File: config.mk
export PLATFORM = sky130hd
export DESIGN_NAME = lkt_ram
export DESIGN_NICKNAME = d
export VERILOG_FILES = /design/src/hw/rtl/lkt_ram.sv
export SDC_FILE = /design/constraint.sdc
export NUM_CORES = 1
export LEC_CHECK = 0
export BUFFER_PORTS_ARGS = -buffer_cell sky130_fd_sc_hd__buf_2
export CAP_MARGIN = 20
export CORE_MARGIN = 1
export CORE_UTILIZATION = 45
export CTS_BUF_LIST = sky130_fd_sc_hd__clkbuf_4 sky130_fd_sc_hd__clkbuf_8
export DETAILED_ROUTE_END_ITERATION = 8
export GPL_TIMING_DRIVEN = 0
export PLACE_DENSITY_LB_ADDON = 0.2
export SLEW_MARGIN = 25
export SYNTH_ARGS = -nofsm -noshare
export SYNTH_HDL_FRONTEND = slang
export SYNTH_SLANG_ARGS = --single-unit
File: constraint.sdc
create_clock -name clk -period 4.66 [get_ports clk]
set_input_delay 0 -clock clk [delete_from_list [all_inputs] [get_ports clk]]
set_output_delay 0 -clock clk [all_outputs]
set_load 0.01 [all_outputs]
File: src/hw/rtl/lkt_ram.sv
`timescale 1ns / 1ps
`default_nettype none

module lkt_ram #(
	parameter int WIDTH = 8,
	parameter int DEPTH = 16
) (
	input  wire logic                     clk,
	input  wire logic                     we,
	input  wire logic [$clog2(DEPTH)-1:0] waddr,
	input  wire logic [WIDTH-1:0]         wdata,
	input  wire logic                     re,
	input  wire logic [$clog2(DEPTH)-1:0] raddr,
	output logic [WIDTH-1:0]              rdata
);

	logic [WIDTH-1:0] mem [DEPTH];

	always_ff @(posedge clk) begin
		if (we) begin
			mem[waddr] <= wdata;
		end
		if (re) begin
			rdata <= mem[raddr];
		end
	end

endmodule

`default_nettype wire

==> summary.md <==
| Metric | Value |
|---|---|
| First-pass GRT wire length | 14.4 mm |
| Worst slew pin tran | 828 ps |
| Initial antenna violation count | 0 |
| Initial DRC Count | 188 |
| Yosys warning count | 0 |
| Worst reg2reg path endpoint | rdata[0] |
| Core box area | 0.0111 sq mm |
| Min-delay src | waddr[1] |
| Buffers on Ports | 25 |
| Fin. max-slew vios | 0 |
| Worst Hold Endpoint | mem[4][6] |
| Adder-cell share of the synthesized area | 0% |
| WP data required | 4830 ps |
| Mean Syn Cell Area | 22.8 sq um |
| Clock period minus worst slack | 1600 ps |
| Mapped cell area | 0.00523 sq mm |
| Fmax | 625 MHz |
| Nets@finish | 301 |
| Final core utilization | 54.7% |
| Max_slew headroom | 44.6% |
| Largest cells by area after synthesis | edfxtp_1 (78%), mux4_2 (7.8%), mux4_1 (7.0%), a22oi_1 (2.3%), nor2_1 (0.93%) |
| Die extent in x | 110 um |
| Grt total ovfl | 0 |
| Final hold vios | 0 |
| Post-synthesis simple-gate area fraction | 3.14% |
| RSZ-0062 raised after global routing | false |
| Mapped Cells | 229 |
| DRT Pass-1 Iters | 5 |
| Compound-cell area share of the yosys netlist | 2.30% |
| Antenna cells | 0 |
| Xor-xnor portion of the synthesized cell area | 0% |
| Vias in the first global route | 2443 |
| Yosys top cell by area | edfxtp_1 |
| Status | finished, final reports clean |
| Sum Neg Setup Slack | 0 ps |
| GRT Total Usage | 18.0% |
| Final period utilization | 34.3% |
| Sw Ratio | 20.3% |
| Internal reg-to-reg setup slack | 3060 ps |
| Layout cells sized above 1 | 29.8% |
| Residual DRC | 0 |
| Area grow syn2layout | 15.9% |
| Maximum number of pins on one net before global-route repair | 17 |
| Routed wire length | 9.63 mm |
| Via count | 2389 |
| I/O Pins | 27 |
| Seq pwr share | 54.6% |
| Antenna viol nets, final | 0 |
| Clk slew on worst S/H paths | 70 ps |
| Filler Cell Count | 874 |
| Post-synthesis sequential area ratio | 78.1% |
| Peak VDD IR | 0.173 mV |
| Most frequent cells in the layout | edfxtp_1 (136), buf_2 (28), mux4_2 (18), clkbuf_8 (17), a22oi_1 (16) |
| Final setup viols | 0 |
| WL/cell | 22.1 um |
| Crit path kind | reg2reg |
| CP Launch Type | register |
| RR Startpoint | mem[6][0] |
| Critical Path AT | 1770 ps |
| Total CTS buffers | 17 |
| Mux cell area share after synthesis | 14.8% |
| # rows | 38 |
| Post-CTS resize count | 0 |
| Worst hold path class | in2reg |
| Clk_skew | 14.2 ps |
| Dpl hpwl | 6.07 mm |
| Maxcap violations | 0 |
| P_int | 2020 uW |
| CTS max path bufs | 2 |
| Starting Density | 47.2% |
| CP Capture Type | register |
| Pwr/cell area | 418 mW/mm^2 |
| Commonest non-fill, non-tap cell in the layout | edfxtp_1 |
| DIE AREA | 0.0121 sq mm |
| Die Span Y | 110 um |
| Synthesized flop and latch total | 136 |
| Hold Path Stages | 2 |
| Clk_lat worst skew | 430 ps |
| DR vias/cell | 5.49 |
| Main combinational cell family by area after synthesis | multiplexers |
| Clock net sink count | 136 |
| CTS tree | yes |
| Unique cell type count in the Yosys netlist | 18 |
| R2R cell count | 3 |
| CTS root buffer | clkbuf_8 |
| CP max FO | 1 |
| Combinational power share | 5.4% |
| Clk network pwr share | 40.0% |
| Syn nets | 248 |
| Switching Power | 514 uW |
| Synth top area share | 78.1% |
| Total power draw | 2530 uW |
| Leak | 0.00200 uW |
| Routability cong. | 0.657 |
| H-tree Lvls | 4 |
layout make-up:
type	instances	area, sq um	area share, %
multi-input combinational	83	1080	17.8
clock inverter	14	181	2.99
buffer	10	86.3	1.42
clock buffer	18	241	3.98
timing repair buffer	34	215	3.55
sequential	136	4080	67.4
tap	140	175	2.89
Yosys cell counts (all sizes together):
cell type      instances
edfxtp               136
mux4                  32
a22oi                 16
nor2                  13
nand2                  9
buf                    7
nor3                   4
clkdlybuf4s25          3
nand2b                 2
nand3b                 2
and2                   1
and2b                  1
nand3                  1
nor2b                  1
or3b                   1
metrics by stage:
| stage | cell area [sq um] | hold slack, ps | setup WS (ps) | std cells |
|---|---|---|---|---|
| final | 6060 | 91.2 | 3060 | 435 |
| after detailed placement | 5550 | 366 | 2960 | 394 |
| after global placement | 5530 | 363 | 2580 | 394 |
| after CTS | 6060 | 65.5 | 3030 | 435 |
| after floorplan | 5230 | 98.9 | 3170 | 229 |
| after global routing | 6060 | 86.6 | 3020 | 435 |
kinds of logic after synthesis:
logic type	Yosys count
simple gates	35
buf+inv	10
compound gates	16
mux	32
flops	136
metal layers:
layer | routed length, um | GRT usage, %
met5 | 0 | 0
met4 | 38 | 6.29
met3 | 482 | 4.80
met2 | 4800 | 27.5
met1 | 4310 | 25.2
worst max-delay path: stages (launching register included):
cell and delay (ps):
edfxtp_1 370, mux4_1 550, a22oi_1 310, nand2_1 110
power groups by stage:
stage	clock [uW]	combinational, uW	sequential, uW
after floorplan	0	69.6	1410
final	1010	136	1380
after detailed placement	0	132	1410
after global placement	0	129	1410
after CTS	1020	138	1380
after global routing	1070	147	1380
worst max-delay path by stage:
stage	start	endpoint	slack, ps
after floorplan	waddr[2]	mem[0][0]	3170
after global placement	waddr[2]	mem[0][7]	2580
after detailed placement	waddr[2]	mem[3][7]	2960
after CTS	mem[0][0]	rdata[0]	3030
after global routing	mem[6][0]	rdata[0]	3020
final	mem[6][0]	rdata[0]	3060
flip-flops by register name, indices dropped and copies added, names as in the netlist:
signal	cells
rdata	8
mem	128
repair_timing:
| item | 4_1_cts | 5_1_grt |
|---|---|---|
| endpoints found under the setup margin | 0 | 0 |
| setup buffers | 0 | 0 |
| hold buffers | 9 | 0 |
| endpoints found under the hold margin | 136 | 0 |
No activity file was read; power rests on OpenSTA's default activity.
